[config.mk]
export PLATFORM = sky130hd
export DESIGN_NAME = iib_front
export DESIGN_NICKNAME = d
export VERILOG_FILES = /design/src/hw/rtl/iib_pkg.sv /design/src/hw/rtl/iib_front.sv
export SDC_FILE = /design/constraint.sdc
export NUM_CORES = 1
export LEC_CHECK = 0
export ABC_CLOCK_PERIOD_IN_PS = 11900
export BUFFER_PORTS_ARGS = -buffer_cell sky130_fd_sc_hd__buf_2
export CAP_MARGIN = 20
export CORE_AREA = 2 2 72 74
export DETAILED_ROUTE_END_ITERATION = 10
export DIE_AREA = 0 0 74 76
export HOLD_SLACK_MARGIN = 0.02
export PLACE_DENSITY_LB_ADDON = 0.1
export SLEW_MARGIN = 40
export SYNTH_ARGS = -nofsm -noshare
export SYNTH_HDL_FRONTEND = slang
export SYNTH_SLANG_ARGS = --single-unit
[constraint.sdc]
create_clock -name clk -period 11.9 [get_ports clk]
set_input_delay 1.785 -clock clk [delete_from_list [all_inputs] [get_ports clk]]
set_output_delay 1.785 -clock clk [all_outputs]
set_load 0.005 [all_outputs]
[src/hw/rtl/iib_pkg.sv]
// Types and constants of the integral image builder
package iib_pkg;

  localparam int SUM_W  = 28;
  localparam int CFG_W  = 11;

  typedef logic [CFG_W-1:0] cfg_data_t;
  typedef logic [0:0]       cfg_idx_t;
  typedef logic [SUM_W-1:0] sum_t;

  localparam cfg_idx_t  REG_ROW_LENGTH = 1'b0;
  localparam cfg_idx_t  REG_ROW_COUNT  = 1'b1;
  localparam cfg_data_t CFG_RESET      = 11'd1024;

  // per-pixel classification from the front end
  typedef struct packed {
    logic first_row;
    logic row_end;
    logic plane_end;
  } flags_t;

  typedef struct packed {
    sum_t area_sum;
    logic row_end;
    logic plane_end;
  } res_t;

endpackage

[src/hw/rtl/iib_front.sv]
// Front end: config registers, column/row tracking, pixel classification
module iib_front #(
  parameter int MAX_WIDTH  = 1024,
  parameter int MAX_HEIGHT = 1024,
  parameter int PIXEL_BITS = 8,
  parameter int CW         = 10
) (
  input  logic                  clk,
  input  logic                  rst_n,
  input  logic                  cfg_we,
  input  iib_pkg::cfg_idx_t     cfg_index,
  input  iib_pkg::cfg_data_t    cfg_data,
  input  logic                  in_push,
  input  logic [PIXEL_BITS-1:0] in_pixel,
  output logic                  in_full,
  output logic                  q_push,
  output logic [PIXEL_BITS-1:0] q_pixel,
  output logic [CW-1:0]         q_col,
  output iib_pkg::flags_t       q_flags,
  input  logic                  q_full
);
  import iib_pkg::*;

  localparam int RW   = (MAX_HEIGHT > 1) ? $clog2(MAX_HEIGHT) : 1;
  localparam int LWW  = $clog2(MAX_WIDTH + 1);
  localparam int LWH  = $clog2(MAX_HEIGHT + 1);
  localparam int CMPW = (LWW > CFG_W) ? LWW : CFG_W;
  localparam int CMPH = (LWH > CFG_W) ? LWH : CFG_W;

  cfg_data_t     row_length_r, row_count_r;
  logic [CW-1:0] col_r, col_nxt;
  logic [RW-1:0] row_r, row_nxt;

  logic [CMPW-1:0] len_ext, len_eff, last_col;
  logic [CMPH-1:0] cnt_ext, cnt_eff, last_row;
  logic            accept, row_end, plane_end;

  // zero acts as one, oversize clamps to the maximum
  always_comb begin
    len_ext = CMPW'(row_length_r);
    if (len_ext == '0) begin
      len_eff = CMPW'(1);
    end else if (len_ext > CMPW'(MAX_WIDTH)) begin
      len_eff = CMPW'(MAX_WIDTH);
    end else begin
      len_eff = len_ext;
    end
    cnt_ext = CMPH'(row_count_r);
    if (cnt_ext == '0) begin
      cnt_eff = CMPH'(1);
    end else if (cnt_ext > CMPH'(MAX_HEIGHT)) begin
      cnt_eff = CMPH'(MAX_HEIGHT);
    end else begin
      cnt_eff = cnt_ext;
    end
    last_col = len_eff - 1'b1;
    last_row = cnt_eff - 1'b1;
  end

  assign row_end   = (CMPW'(col_r) >= last_col);
  assign plane_end = row_end & (CMPH'(row_r) >= last_row);
  assign accept    = in_push & ~q_full;

  assign in_full             = q_full;
  assign q_push              = in_push;
  assign q_pixel             = in_pixel;
  assign q_col               = col_r;
  assign q_flags.first_row   = (row_r == '0);
  assign q_flags.row_end     = row_end;
  assign q_flags.plane_end   = plane_end;

  always_comb begin
    col_nxt = col_r;
    row_nxt = row_r;
    if (accept) begin
      if (row_end) begin
        col_nxt = '0;
        row_nxt = plane_end ? '0 : row_r + 1'b1;
      end else begin
        col_nxt = col_r + 1'b1;
      end
    end
  end

  always_ff @(posedge clk) begin
    if (!rst_n) begin
      col_r <= '0;
      row_r <= '0;
    end else begin
      col_r <= col_nxt;
      row_r <= row_nxt;
    end
  end

  always_ff @(posedge clk) begin
    if (!rst_n) begin
      row_length_r <= CFG_RESET;
      row_count_r  <= CFG_RESET;
    end else if (cfg_we) begin
      case (cfg_index)
        REG_ROW_LENGTH: row_length_r <= cfg_data;
        REG_ROW_COUNT:  row_count_r  <= cfg_data;
        default: ;
      endcase
    end
  end

endmodule

==> impl_metrics.yaml <==
sta:
  rsz0062_at_grt: "no"
  fin_crit_ns: 5.630
  maxSlewHeadroom_pct: 53.47
  setup_tns_ns: 0
  clock-skew-final_ns: 0.005646
  maxSlewViolCount: 0
  timing.final.crit_share_pct: 47.31
  hold_viol: 0
  setup_viol: 0
  fmax_ghz: 0.1776
  max_slew.worst_pin.slew_ns: 0.6883
critical_path:
  cp-end-kind: "output pin"
  critPathMaxFanout: 8
  worstSetupPathType: "flip-flop to output pin"
  crit_required_ns: 10.12
  start_kind: "flip-flop"
  arrival_ns: 3.85
clock_network:
  ctsHtreeMaxLevel: 2
  cts-root-buf: "clkbuf_8"
  cts-buffers-inserted: 5
  clk-insertion-delay-late_ns: 0.28
  clkTransAtPathRegs_ns: 0.08
  cts_tree: "yes"
  cts.sinks: 42
  post_cts_resized: 0
  cts_hold_buf: 0
  clockBufferDepth: 2
  cts_setup_buffers: 0
floorplan:
  fp.dieW_um: 74
  dieArea_mm2: 0.005624
  coreArea_mm2: 0.004912
  io_pins: 48
  fp.dieH_um: 76
  rows: 26
  initial_utilization_pct: 57.59
grt:
  grt_pass1_vias: 2262
  gr-usage-all-layers_pct: 22.61
  grt_overflow: 0
  grt_pass1_wl_um: 10280
  grt_max_degree: 31
  antenna_found_initial: 0
drt:
  drtIter0Drc: 136
  wl_met2_um: 2711
  wl_met1_um: 2863
  via_per_inst: 5.615
  vias: 2448
  totalWireLength_um: 5897
  first_pass_iters: 4
  ant_nets: 0
  wl_per_cell_um: 13.53
  drc: 0
  top_layer_used: "met4"
  met3_wirelength_um: 258
pwr:
  irDropWorstVdd_mv: 0.06010
  p_leak_nw: 1.363
  p_int_mw: 0.2438
  combPwrFrac_pct: 19.5
  p_clk_share_pct: 33.9
  p_seq_share_pct: 46.6
  p_sw_mw: 0.09665
  powerDensity_mw_per_mm2: 111.8
  p_sw_share_pct: 28.39
finish:
  final_nets: 416
  fin_area_mm2: 0.003044
  area.growth.synth_to_final_pct: 7.607
  mostFrequentLayoutCells: "nand2_1, dfxtp_1, buf_2, nor2_1, a21oi_1"
  insertedDiodeCount: 0
  layout_commonest_cell: "nand2_1"
  drive_above_1_share_pct: 14.75
flow_run:
  drv_cap: 0
synthesis:
  ys_seq_elements: 42
  syn_area_per_cell_um2: 8.060
  synth.distinct_cells: 61
  postSynthCellCount: 351
  yosys_warnings: 0
  synth_edf_count: 0
  synth-async-reset-ratio_pct: 0
  ys.flop_type: "dfxtp_1"
  ys_seq_area_share_pct: 29.72
  syn_nets: 401
  post_synth_instance_area_mm2: 0.002829
placement:
  dpl.hpwl_um: 4621
  numPortBuffers: 31
  placed_cell_area_mm2: 0.002932
  gp_congestion: 0.9028
worst_hold_path:
  hold_class: "flip-flop to flip-flop"
outcome:
  outcome: "finished clean"
==> stage by stage <==
stage | util, % | worst slack [ns] | hold slack, ns | power, mW | instances
CTS | 61.97 | 6.227 | 0.4730 | 0.3445 | 436
floorplan | - | 6.770 | 0.4497 | 0.2125 | 351
detailed placement | 59.68 | 6.566 | 0.4620 | 0.2281 | 429
global route | 61.97 | 5.981 | 0.5112 | 0.3593 | 436
global placement | 59.68 | 6.654 | 0.4644 | 0.2267 | 429
finish | 61.97 | 6.270 | 0.4738 | 0.3404 | 436
==> worst max-delay path, stage by stage, from the launching register on <==
cell and delay, ns:
dfxtp_1 0.37, or4_4 0.56, nor3_2 0.16, and3b_1 0.17
o21ai_0 0.11, ha_1 0.30, nand2b_1 0.20, a32oi_1 0.23
ha_1 0.28, a21o_1 0.19, a2111oi_2 0.50, a21oi_1 0.19
and3_1 0.18, buf_2 0.12
==> path summary, 6_finish.rpt <==
| check | end | depth (start not counted) | from | slack (ns) |
|---|---|---|---|---|
| hold / removal | cnt_ext[9] | 2 | cnt_ext[9] | 0.47 |
| hold reg to reg | cnt_ext[9] | 2 | cnt_ext[9] | 0.47 |
| setup / recovery | q_flags[0] | 13 | len_ext[4] | 6.27 |
| setup reg to reg | row_r[7] | 13 | len_ext[4] | 8.11 |
==> registers in the layout, indices dropped and copies added, names as in the netlist <==
name / count
cnt_ext: 11
len_ext: 11
q_col: 10
row_r: 10
==> cells by family (layout without fill, tap and decap cells) <==
family / Yosys count / after routing / synth area share (%)
and+or+nand+nor: 153 / 153 / 26.85
AOI/OAI and AO/OA: 75 / 75 / 19.99
DFF: 42 / 42 / 29.72
buffers and inverters: 39 / 54 / 7.076
adders and majority gates: 25 / 25 / 11.06
xor gates and xnor gates: 16 / 16 / 4.954
muxes: 1 / 1 / 0.3538
==> per-layer routing <==
| layer | track usage [%] | vias to the layer above |
|---|---|---|
| met2 | 34.91 | 59 |
| met1 | 32.81 | 1123 |
| met5 | 0 | - |
| met4 | 5.091 | 0 |
| met3 | 3.836 | 6 |
| li1 | - | 1260 |
==> area by class of cell <==
cell class | count | area, um^2
inverters | 16 | 60.06
well taps | 70 | 87.58
flip-flops and latches | 42 | 840.8
clock inverters | 1 | 30.03
repair buffers | 31 | 155.1
fillers | 449 | 1868
clock buffers | 6 | 82.58
multi-input cells | 270 | 1788
==> cell usage after synthesis, types with 7 or more instances <==
| cell type | n | share of area, % |
|---|---|---|
| ha_1 | 25 | 11 |
| nand3_1 | 16 | 2.8 |
| and3_1 | 8 | 1.8 |
| buf_4 | 12 | 3.2 |
| clkbuf_1 | 8 | 1.1 |
| inv_1 | 15 | 2.0 |
| xnor2_1 | 7 | 2.2 |
| o21ai_0 | 9 | 1.6 |
| a21oi_1 | 26 | 4.6 |
| xor2_1 | 9 | 2.8 |
| dfxtp_1 | 42 | 30 |
| nand2b_1 | 8 | 1.8 |
| nand2_1 | 63 | 8.4 |
| nor2_1 | 28 | 3.7 |
==> power groups by stage <==
stage,clock (mW),sequential [mW],combinational [mW]
2_1_floorplan,0,0.159,0.0540
3_3_place_gp,0,0.161,0.0652
3_5_place_dp,0,0.162,0.0663
4_1_cts,0.119,0.158,0.0669
5_1_grt,0.123,0.160,0.0765
6_report,0.115,0.159,0.0665
(Power assumes the default switching activity.)
