===== config.mk =====
export PLATFORM = sky130hd
export DESIGN_NAME = iib_fifo
export DESIGN_NICKNAME = d
export VERILOG_FILES = /design/src/hw/rtl/iib_fifo.sv
export SDC_FILE = /design/constraint.sdc
export NUM_CORES = 1
export LEC_CHECK = 0
export BUFFER_PORTS_ARGS = -buffer_cell sky130_fd_sc_hd__buf_2
export CORE_AREA = 2 2 43 45
export CTS_CLUSTER_DIAMETER = 200
export DETAILED_ROUTE_END_ITERATION = 6
export DIE_AREA = 0 0 45 47
export HOLD_SLACK_MARGIN = 0.1
export PLACE_DENSITY = 0.84
export SLEW_MARGIN = 10
export SYNTH_ARGS = -nofsm -noshare
export SYNTH_HDL_FRONTEND = slang
export SYNTH_SLANG_ARGS = --single-unit
export TNS_END_PERCENT = 10

===== constraint.sdc =====
create_clock -name clk -period 2.35 [get_ports clk]
set_clock_uncertainty 0.15 [all_clocks]
set_input_delay 0.1175 -clock clk [delete_from_list [all_inputs] [get_ports clk]]
set_output_delay 0.1175 -clock clk [all_outputs]
set_load 0.05 [all_outputs]

===== src/hw/rtl/iib_fifo.sv =====
// Small register FIFO used between pipeline parts
module iib_fifo #(
  parameter int W     = 8,
  parameter int DEPTH = 2
) (
  input  logic         clk,
  input  logic         rst_n,
  input  logic         push,
  input  logic [W-1:0] wdata,
  output logic         full,
  input  logic         pop,
  output logic [W-1:0] rdata,
  output logic         empty
);

  localparam int AW = (DEPTH > 1) ? $clog2(DEPTH) : 1;

  logic [W-1:0]  mem_r [DEPTH];
  logic [AW-1:0] wp_r, wp_nxt;
  logic [AW-1:0] rp_r, rp_nxt;
  logic [AW:0]   cnt_r, cnt_nxt;
  logic          do_push, do_pop;

  assign full    = (cnt_r == (AW+1)'(DEPTH));
  assign empty   = (cnt_r == '0);
  assign do_push = push & ~full;
  assign do_pop  = pop & ~empty;
  assign rdata   = mem_r[rp_r];

  always_comb begin
    wp_nxt  = wp_r;
    rp_nxt  = rp_r;
    cnt_nxt = cnt_r;
    if (do_push) begin
      wp_nxt = (wp_r == AW'(DEPTH - 1)) ? '0 : wp_r + 1'b1;
    end
    if (do_pop) begin
      rp_nxt = (rp_r == AW'(DEPTH - 1)) ? '0 : rp_r + 1'b1;
    end
    if (do_push && !do_pop) begin
      cnt_nxt = cnt_r + 1'b1;
    end else if (do_pop && !do_push) begin
      cnt_nxt = cnt_r - 1'b1;
    end
  end

  always_ff @(posedge clk) begin
    if (!rst_n) begin
      wp_r  <= '0;
      rp_r  <= '0;
      cnt_r <= '0;
    end else begin
      wp_r  <= wp_nxt;
      rp_r  <= rp_nxt;
      cnt_r <= cnt_nxt;
    end
  end

  always_ff @(posedge clk) begin
    if (do_push) begin
      mem_r[wp_r] <= wdata;
    end
  end

endmodule


==> results of run 1 <==
stage by stage:
step / instances / setup WS (ps) / area [sq um] / total power (W) / util, %
2_1_floorplan: 50 / 571 / 810 / 0.000936 / -
3_5_place_dp: 87 / 599 / 931 / 0.00104 / 56.4
5_1_grt: 101 / 444 / 1060 / 0.00128 / 64.1
3_3_place_gp: 87 / 702 / 931 / 0.00102 / 56.4
4_1_cts: 101 / 574 / 1060 / 0.00122 / 64.1
6_report: 101 / 601 / 1060 / 0.00120 / 64.1
worst min path at each step:
stage              from     endpoint  slack, ps
2_1_floorplan  wdata[0]  mem_r[0][0]         70
3_5_place_dp   wdata[0]  mem_r[1][0]        160
3_3_place_gp   wdata[2]  mem_r[1][2]        160
6_report            pop         rp_r        150
5_1_grt             pop         rp_r        180
4_1_cts             pop         rp_r        150
flip-flops by register name (all words and copies together), names as in the netlist, named ones only:
signal  cells
wp_r        1
cnt_r       2
rp_r        1
mem_r      16
tightest hold or removal path, stage by stage:
cell     delay (ps)
buf_2            80
o21ai_1          90
xnor2_1         170
and2_1          110
layout make-up:
class                           count  area [sq um]  area share [%]
Clock buffer                        3          22.5            2.13
Clock inverter                      1          5.00           0.473
Inverter                            2          7.51           0.709
Multi-Input combinational cell     26           216            20.4
Sequential cell                    21           581            54.8
Tap cell                           17          21.3            2.01
Timing Repair Buffer               31           205            19.4
per-layer routing:
layer	global-route usage [%]	part of all wire, %	vias up
li1	-	-	251
met1	14.1	42	229
met2	26.3	53	15
met3	3.46	5.0	0
met4	10.6	0	0
met5	0	0	-
cells in the final DEF (no fill, tap or decap):
master / synthesis / routed
o21ai_1: 1 / 1
dfxtp_1: 5 / 5
o21ai_0: 1 / 1
or3_1: 1 / 1
o21a_1: 1 / 1
nand2b_1: 1 / 1
inv_1: 1 / 1
nor3_2: 1 / 1
xor2_1: 1 / 1
edfxtp_1: 16 / 16
inv_2: 1 / 1
and2_1: 3 / 3
xnor2_1: 2 / 2
clkinv_2: 0 / 1
a21boi_0: 1 / 1
and3_1: 1 / 1
nor2_1: 2 / 2
mux2_2: 8 / 8
a21boi_1: 1 / 1
dlygate4sd3_1: 0 / 10
clkbuf_4: 0 / 3
ha_1: 1 / 1
buf_2: 1 / 21
where the power goes:
group	total (W)	leakage [nW]	switching (W)	internal [W]
combinational	0.000517	0.215	0.000345	0.000172
sequential	0.000522	0.191	0.0000484	0.000474
clock	0.000165	0.0177	0.000102	0.0000633
total	0.00120	0.423	0.000495	0.000710
kinds of logic (layout without fill, tap and decap cells):
| logic type | count (synthesis) | after routing |
|---|---|---|
| mux | 8 | 8 |
| compound gates | 5 | 5 |
| fa+ha+maj | 1 | 1 |
| flops | 21 | 21 |
| buf+inv | 3 | 37 |
| simple gates | 9 | 9 |
| xor+xnor | 3 | 3 |
repair_timing:
item	4_1_cts	5_1_grt
endpoints found under the setup margin	0	0
hold buffers	10	0
endpoints found under the hold margin	21	0
==> flow_metrics.env, run 1 <==
export IMPL_whs_path_depth=4
export IMPL_vias=495
export IMPL_fmax_mhz=572
export IMPL_start_kind="flip-flop"
export IMPL_syn_cell_area_sq_um=810
export IMPL_synthTopCellsByArea="edfxtp_1, dfxtp_1, mux2_2, and2_1, xnor2_1"
export IMPL_worstPathMaxFanout=5
export IMPL_synth_top_family_by_area="multiplexers"
export IMPL_r2r_start="cnt_r[0]"
export IMPL_io_pins=22
export IMPL_syn_inst=50
export IMPL_grt_pass1_vias=509
export IMPL_crit_type="flip-flop to flip-flop"
export IMPL_first_iter_violations=7
export IMPL_critical_path_buf_inv_count=1
export IMPL_synth_edf_count=16
export IMPL_post_cts_resized=0
export IMPL_synthDominantCellAreaShare_pct=59.4
export IMPL_port_buffers=21
export IMPL_ys_ff_latch=21
export IMPL_holdWs_ps=150
export IMPL_drv_cap=0
export IMPL_area_growth_pct=30.8
export IMPL_yosysWarnings=0
export IMPL_fin_crit_sh_pct=74.4
export IMPL_clock_sinks=21
export IMPL_power_density_nw_per_um2=1140
export IMPL_worst_r2r_setup_slack_ps=600
export IMPL_htree_levels=1
export IMPL_clock_latency_ps=290
export IMPL_regToRegEndpoint="cnt_r[1]"
export IMPL_period_minus_slack_ps=1750
export IMPL_post_synth_top_count_cell="edfxtp_1"
export IMPL_firstDrtPassIters=2
export IMPL_tightest_slew_ps=702
export IMPL_cts_clk_slew_worst_paths_ps=110
export IMPL_cp_cell_sequence="nand2b_1 -> inv_2 -> nor2_1 -> ha_1 -> or3_1 -> a21boi_1"
export IMPL_cpPeakStageDelay_ps=430
export IMPL_synth_seq_area_share_pct=71.7
export IMPL_clk_path_buf_depth=2
export IMPL_path_depth=6
export IMPL_setup_tns_ps=0
export IMPL_muxShareOfSynthArea_pct=11.1
export IMPL_syn_nets=63
export IMPL_grt_max_degree=13
export IMPL_r2r_cells=6
export IMPL_slew_limit_headroom_pct=53.0
export IMPL_end_kind="flip-flop"
export IMPL_initial_core_util_pct=49.0
export IMPL_vias_per_cell=4.90
export IMPL_ys_top_cells_by_count="edfxtp_1, mux2_2, dfxtp_1"
export IMPL_synth_area_leader_cell="edfxtp_1"
export IMPL_hp_class="input pin to flip-flop"
export IMPL_cts_root_buf="clkbuf_4"
export IMPL_wl_um=1320
export IMPL_netlist_cell_type_count=20
export IMPL_diodes=0
export IMPL_rows=15
export IMPL_nNetsFinal=98
export IMPL_synthAdderAreaFrac_pct=1.55
export IMPL_postRouteAntennaNets=0
export IMPL_ir_drop_mv=0.797
export IMPL_fill_cells=142
export IMPL_postCtsSetupBuffers=0
export IMPL_drive_gt1_share_pct=41.7
export IMPL_cp_required_ps=2430
export IMPL_synth_flop_cell="edfxtp_1"
export IMPL_drc=0
export IMPL_die_h_um=47
export IMPL_total_leakage_power_nw=0.423
export IMPL_syn_avg_cell_area_sq_um=16.2
export IMPL_dieArea_sq_um=2120
export IMPL_antenna_found_initial=0
export IMPL_status="completed"
export IMPL_dp_final_hpwl_um=949
export IMPL_gp_congestion=0.658
export IMPL_slew_violations=0
export IMPL_core_area_sq_um=1650
export IMPL_wl_per_cell_um=13.1
export IMPL_setup_violations_final=0
export IMPL_grt_pass1_wl_um=2040
export IMPL_rsz0062_at_grt="no"
export IMPL_critPathLaunch="cnt_r[0]"
export IMPL_cp_arrival_ps=1830
export IMPL_cts_buffers=3
export IMPL_synthXorXnorAreaFrac_pct=3.25
export IMPL_cp_top_family="simple AND/OR/NAND/NOR gates"
export IMPL_cts_tree="built"
export IMPL_finalHoldViolations=0
export IMPL_overflow=0
export IMPL_synth_compound_area_share_pct=4.02
export IMPL_slowest_stage="dfxtp_1"
export IMPL_crit_end="cnt_r[1]"
export IMPL_yosys_area_share_simple_pct=6.80
export IMPL_async_flop_share_pct=0
export IMPL_die_x_um=45
export IMPL_track_usage_pct=14.4
(Power assumes the default switching activity.)
==> inputs of run 2 (changes only) <==
Settings changed: CORE_AREA 2 2 43 45 to 2 2 46 48, DIE_AREA 0 0 45 47 to 0 0 48 50, PLACE_DENSITY 0.84 to 0.78.
Clock period 2.35 ns to 1.5 ns, I/O delays scaled along.
==> flow_metrics.env, run 2 (synthesis gave the netlist of run 1 again) <==
export IMPL_die_x_um=48
export IMPL_firstDrtPassIters=4
export IMPL_start_kind="flip-flop"
export IMPL_ir_drop_mv=1.05
export IMPL_overflow=0
export IMPL_grt_pass1_vias=565
export IMPL_cts_buffers=3
export IMPL_gp_congestion=0.661
export IMPL_total_leakage_power_nw=0.479
export IMPL_rows=16
export IMPL_tightest_slew_ps=259
export IMPL_vias_per_cell=4.42
export IMPL_violations="negative setup slack"
export IMPL_htree_levels=1
export IMPL_clock_latency_ps=280
export IMPL_cp_required_ps=1560
export IMPL_min_delay_start="pop"
export IMPL_drv_cap=0
export IMPL_cts_root_buf="clkbuf_4"
export IMPL_worstPathMaxFanout=3
export IMPL_slew_limit_headroom_pct=82.9
export IMPL_drc=0
export IMPL_vias=530
export IMPL_layout_common_cells="buf_2, edfxtp_1, dlygate4sd3_1, mux2_2, buf_4"
export IMPL_clock_sinks=21
export IMPL_setup_violations_final=1
export IMPL_die_h_um=50
export IMPL_postRouteAntennaNets=0
export IMPL_regToRegEndpoint="cnt_r[1]"
export IMPL_wl_per_cell_um=11.8
export IMPL_preCtsSetupSlack_ps=-101
export IMPL_cp_cell_sequence="nand2b_4 -> inv_8 -> nor2_4 -> ha_4 -> or3_1 -> a21boi_1"
export IMPL_cp_arrival_ps=1600
export IMPL_slew_violations=0
export IMPL_nNetsFinal=107
export IMPL_largest_reg_flops=16
export IMPL_largest_register="mem_r"
export IMPL_crit_type="flip-flop to flip-flop"
export IMPL_fin_crit_sh_pct=102
export IMPL_dp_cells=103
export IMPL_port_buffers=21
export IMPL_first_iter_violations=6
export IMPL_fmax_mhz=652
export IMPL_holdWs_ps=126
export IMPL_cts_clk_slew_worst_paths_ps=100
export IMPL_grt_max_degree=12
export IMPL_drive_gt1_share_pct=54.8
export IMPL_area_growth_pct=49.8
export IMPL_initial_core_util_pct=42.6
export IMPL_r2r_start="cnt_r[0]"
export IMPL_cpPeakStageDelay_ps=350
export IMPL_period_minus_slack_ps=1530
export IMPL_dieArea_sq_um=2400
export IMPL_reg_largest_list="mem_r (16), cnt_r (2)"
export IMPL_hold_path_end="cnt_r[1]"
export IMPL_p_total_w=0.00214
export IMPL_whs_path_depth=5
export IMPL_slowest_stage="dfxtp_2"
export IMPL_cts_tree="built"
export IMPL_track_usage_pct=13.6
export IMPL_io_pins=22
export IMPL_status="complete, but fails checks"
export IMPL_end_kind="flip-flop"
export IMPL_worst_r2r_setup_slack_ps=-30
export IMPL_hp_class="input pin to flip-flop"
export IMPL_wl_um=1410
export IMPL_clk_path_buf_depth=2
export IMPL_antenna_found_initial=0
export IMPL_grt_pass1_wl_um=2260
export IMPL_r2r_cells=6
export IMPL_power_density_nw_per_um2=1760
export IMPL_fin_ws_ps=-34.7
export IMPL_rsz0062_at_grt="yes"
export IMPL_core_area_sq_um=1900
export IMPL_finalHoldViolations=0
export IMPL_stdcell_count=120
export IMPL_dp_final_hpwl_um=956
export IMPL_diodes=0
export IMPL_final_common_cell="buf_2"
==> run 2: worst max-delay path by stage <==
stage	start	to	slack [ps]	cells after the start
6_report	cnt_r[0]	cnt_r[1]	-30	6
5_1_grt	cnt_r[0]	cnt_r[1]	-120	6
4_1_cts	cnt_r[0]	cnt_r[1]	-50	6
3_5_place_dp	cnt_r[1]	cnt_r[1]	-100	7
3_3_place_gp	cnt_r[1]	cnt_r[1]	-40	7
2_1_floorplan	cnt_r[0]	cnt_r[1]	-100	7
==> run 2: routing by layer <==
metal | GRT usage (%) | vias to the layer above | wire length, um
met4 | 4.05 | 0 | 6
met1 | 14.6 | 244 | 550
met2 | 24.7 | 15 | 785
met5 | 0 | - | 0
li1 | - | 269 | -
met3 | 3.30 | 2 | 71
==> run 2: per-stage QoR <==
| stage | utilization (%) | TNS (ps) | area, sq um |
|---|---|---|---|
| 5_1_grt | 63.7 | -471 | 1210 |
| 3_5_place_dp | 53.8 | -101 | 1020 |
| 6_report | 63.7 | -34.7 | 1210 |
| 2_1_floorplan | - | -96.2 | 831 |
| 4_1_cts | 63.4 | -50.5 | 1200 |
| 3_3_place_gp | 53.8 | -39.2 | 1020 |
==> run 2: area by class of cell <==
class,instances,area (sq um)
tap,27,33.8
sequential,21,589
timing repair buffer,40,285
clock buffer,4,26.3
multi-input combinational,26,263
fill,152,689
inverter,2,15.0
==> run 2: report_power, final <==
part	switching [W]	internal, W
clock	0.000144	0.000103
combinational	0.000611	0.000436
sequential	0.0000848	0.000759
==> run 2: repair_timing <==
action | in CTS | in global routing
endpoints found under the hold margin | 21 | 0
setup endpoints to repair | 9 | 10
hold buffers | 10 | 0
buffers inserted | 3 | 0
resized for setup | 8 | 1
pin swaps | 4 | 1
==> run 2: worst max-delay path: cells and delay by family (launching register included) <==
family	cells	cell delay, ps
and+or+nand+nor	3	600
DFF	1	350
adders and majority gates	1	210
AOI/OAI and AO/OA	1	120
buffers and inverters	1	30
==> inputs of run 3 (changes only) <==
Settings changed: PLACE_DENSITY 0.78 to 0.7.
==> flow_metrics.env, run 3 (synthesis gave the netlist of run 1 again) <==
export IMPL_layout_common_cells="edfxtp_1, buf_2, dlygate4sd3_1, mux2_2, buf_6"
export IMPL_reg_largest_list="mem_r (16), cnt_r (2)"
export IMPL_slew_violations=0
export IMPL_fill_cells=156
export IMPL_met3_usage_pct=3.30
export IMPL_pwr_share_clk_pct=12.0
export IMPL_track_usage_pct=12.9
export IMPL_stdcell_area_sq_um=1210
export IMPL_drv_cap=0
export IMPL_cts_tree="built"
export IMPL_switching_share_pct=39.3
export IMPL_vias=543
export IMPL_cts_root_buf="clkbuf_4"
export IMPL_vias_per_cell=4.64
export IMPL_nNetsFinal=104
export IMPL_gp_congestion=0.680
export IMPL_end_kind="flip-flop"
export IMPL_rsz0062_at_grt="yes"
export IMPL_overflow=0
export IMPL_largest_register="mem_r"
export IMPL_rows=16
export IMPL_grt_pass1_wl_um=2150
export IMPL_dp_final_hpwl_um=964
export IMPL_antenna_found_initial=0
export IMPL_slew_limit_headroom_pct=83.5
export IMPL_p_total_w=0.00217
export IMPL_wl_um=1380
export IMPL_hp_class="input pin to flip-flop"
export IMPL_clock_sinks=21
export IMPL_fin_crit_sh_pct=102
export IMPL_firstDrtPassIters=2
export IMPL_diodes=0
export IMPL_first_iter_violations=3
export IMPL_period_minus_slack_ps=1520
export IMPL_wl_per_cell_um=11.8
export IMPL_worstPathMaxFanout=3
export IMPL_tightest_slew_ps=249
export IMPL_io_pins=22
export IMPL_cp_top_family="simple AND/OR/NAND/NOR gates"
export IMPL_cts_buffers=3
export IMPL_ir_drop_mv=1.11
export IMPL_p_int_w=0.00132
export IMPL_start_kind="flip-flop"
export IMPL_power_density_nw_per_um2=1790
export IMPL_die_h_um=50
export IMPL_fmax_mhz=656
export IMPL_drive_gt1_share_pct=54.4
export IMPL_cp_cell_sequence="nand2b_4 -> inv_8 -> nor2_4 -> ha_4 -> xor2_1 -> or3_1 -> a21boi_1"
export IMPL_slowest_stage="dfxtp_2"
export IMPL_dpl_instance_area_sq_um=1000
export IMPL_status="complete, but fails checks"
export IMPL_initial_core_util_pct=42.6
export IMPL_cp_required_ps=1580
export IMPL_largest_reg_flops=16
export IMPL_postRouteAntennaNets=0
export IMPL_grt_busiest_layer="met2"
export IMPL_cp_arrival_ps=1610
export IMPL_violations="negative setup slack"
export IMPL_final_common_cell="edfxtp_1"
export IMPL_clock_latency_ps=290
export IMPL_area_growth_pct=49.5
export IMPL_holdWs_ps=128
export IMPL_critical_path_buf_inv_count=1
export IMPL_grt_use_met1_pct=12.0
export IMPL_port_buffers=21
export IMPL_drc=0
export IMPL_seqPwrFrac_pct=38.5
export IMPL_cpPeakStageDelay_ps=350
export IMPL_p_sw_w=0.000851
export IMPL_crit_type="flip-flop to flip-flop"
export IMPL_pwr_share_comb_pct=49.5
export IMPL_grt_use_met2_pct=24.2
export IMPL_setup_violations_final=1
export IMPL_dieArea_sq_um=2400
export IMPL_final_seq_area_sq_um=587
export IMPL_total_leakage_power_nw=0.476
export IMPL_grt_pass1_vias=557
export IMPL_multi_input_area_sq_um=249
export IMPL_fin_ws_ps=-23.8
export IMPL_die_x_um=48
export IMPL_clk_path_buf_depth=2
export IMPL_grt_max_degree=13
export IMPL_cts_clk_slew_worst_paths_ps=110
export IMPL_finalHoldViolations=0
export IMPL_core_area_sq_um=1900
export IMPL_htree_levels=1
## run 3: area by class of cell
class | instances | area share, %
flip-flops and latches | 21 | 48.5
repair buffers | 37 | 24.6
multi-input cells | 26 | 20.6
well taps | 27 | 2.79
clock buffers | 3 | 1.86
inverters | 2 | 1.24
clock inverters | 1 | 0.414
## run 3: final timing paths
path | slack (ps) | to | startpoint | depth (start not counted)
min reg2reg | 390 | cnt_r[1] | cnt_r[1] | 2
min | 130 | wp_r | push | 4
max reg2reg | -20 | cnt_r[1] | cnt_r[0] | 7
max | -20 | cnt_r[1] | cnt_r[0] | 7
## run 3: layer usage
| metal | up-vias | wire [um] |
|---|---|---|
| li1 | 262 | - |
| met1 | 263 | 517 |
| met2 | 16 | 789 |
| met3 | 2 | 58 |
| met4 | 0 | 15 |
| met5 | - | 0 |
## run 3: what timing repair did
action                     4_1_cts  5_1_grt
setup endpoints to repair        9       18
hold endpoints to repair        21        0
hold buffers                    10        0
setup buffers                    1        0
pin swaps                        4        2
gates resized for setup         14        8
## run 3: worst reg2reg max path, stage by stage (launching register included)
cell and delay [ps]:
dfxtp_2 350, nand2b_4 160, inv_8 60, nor2_4 30, ha_4 150, xor2_1 140
or3_1 300, a21boi_1 120
## run 3: power groups by stage
stage	logic, W	registers, W	clock network, W
6_report	0.00107	0.000834	0.000261
5_1_grt	0.00114	0.000848	0.000284
4_1_cts	0.00102	0.000835	0.000266
3_5_place_dp	0.000910	0.000835	0
3_3_place_gp	0.000891	0.000829	0
2_1_floorplan	0.000711	0.000803	0
## run 3: metrics by stage
| step | setup slack [ps] | utilization, % | instances | TNS, ps |
|---|---|---|---|---|
| detailed placement | -99.1 | 52.7 | 102 | -99.1 |
| CTS | -44.7 | 62.0 | 117 | -44.7 |
| finish | -23.8 | 63.6 | 117 | -23.8 |
| floorplan | -96.2 | - | 50 | -96.2 |
| global route | -101 | 63.6 | 117 | -171 |
| global placement | -38.8 | 52.7 | 102 | -38.8 |
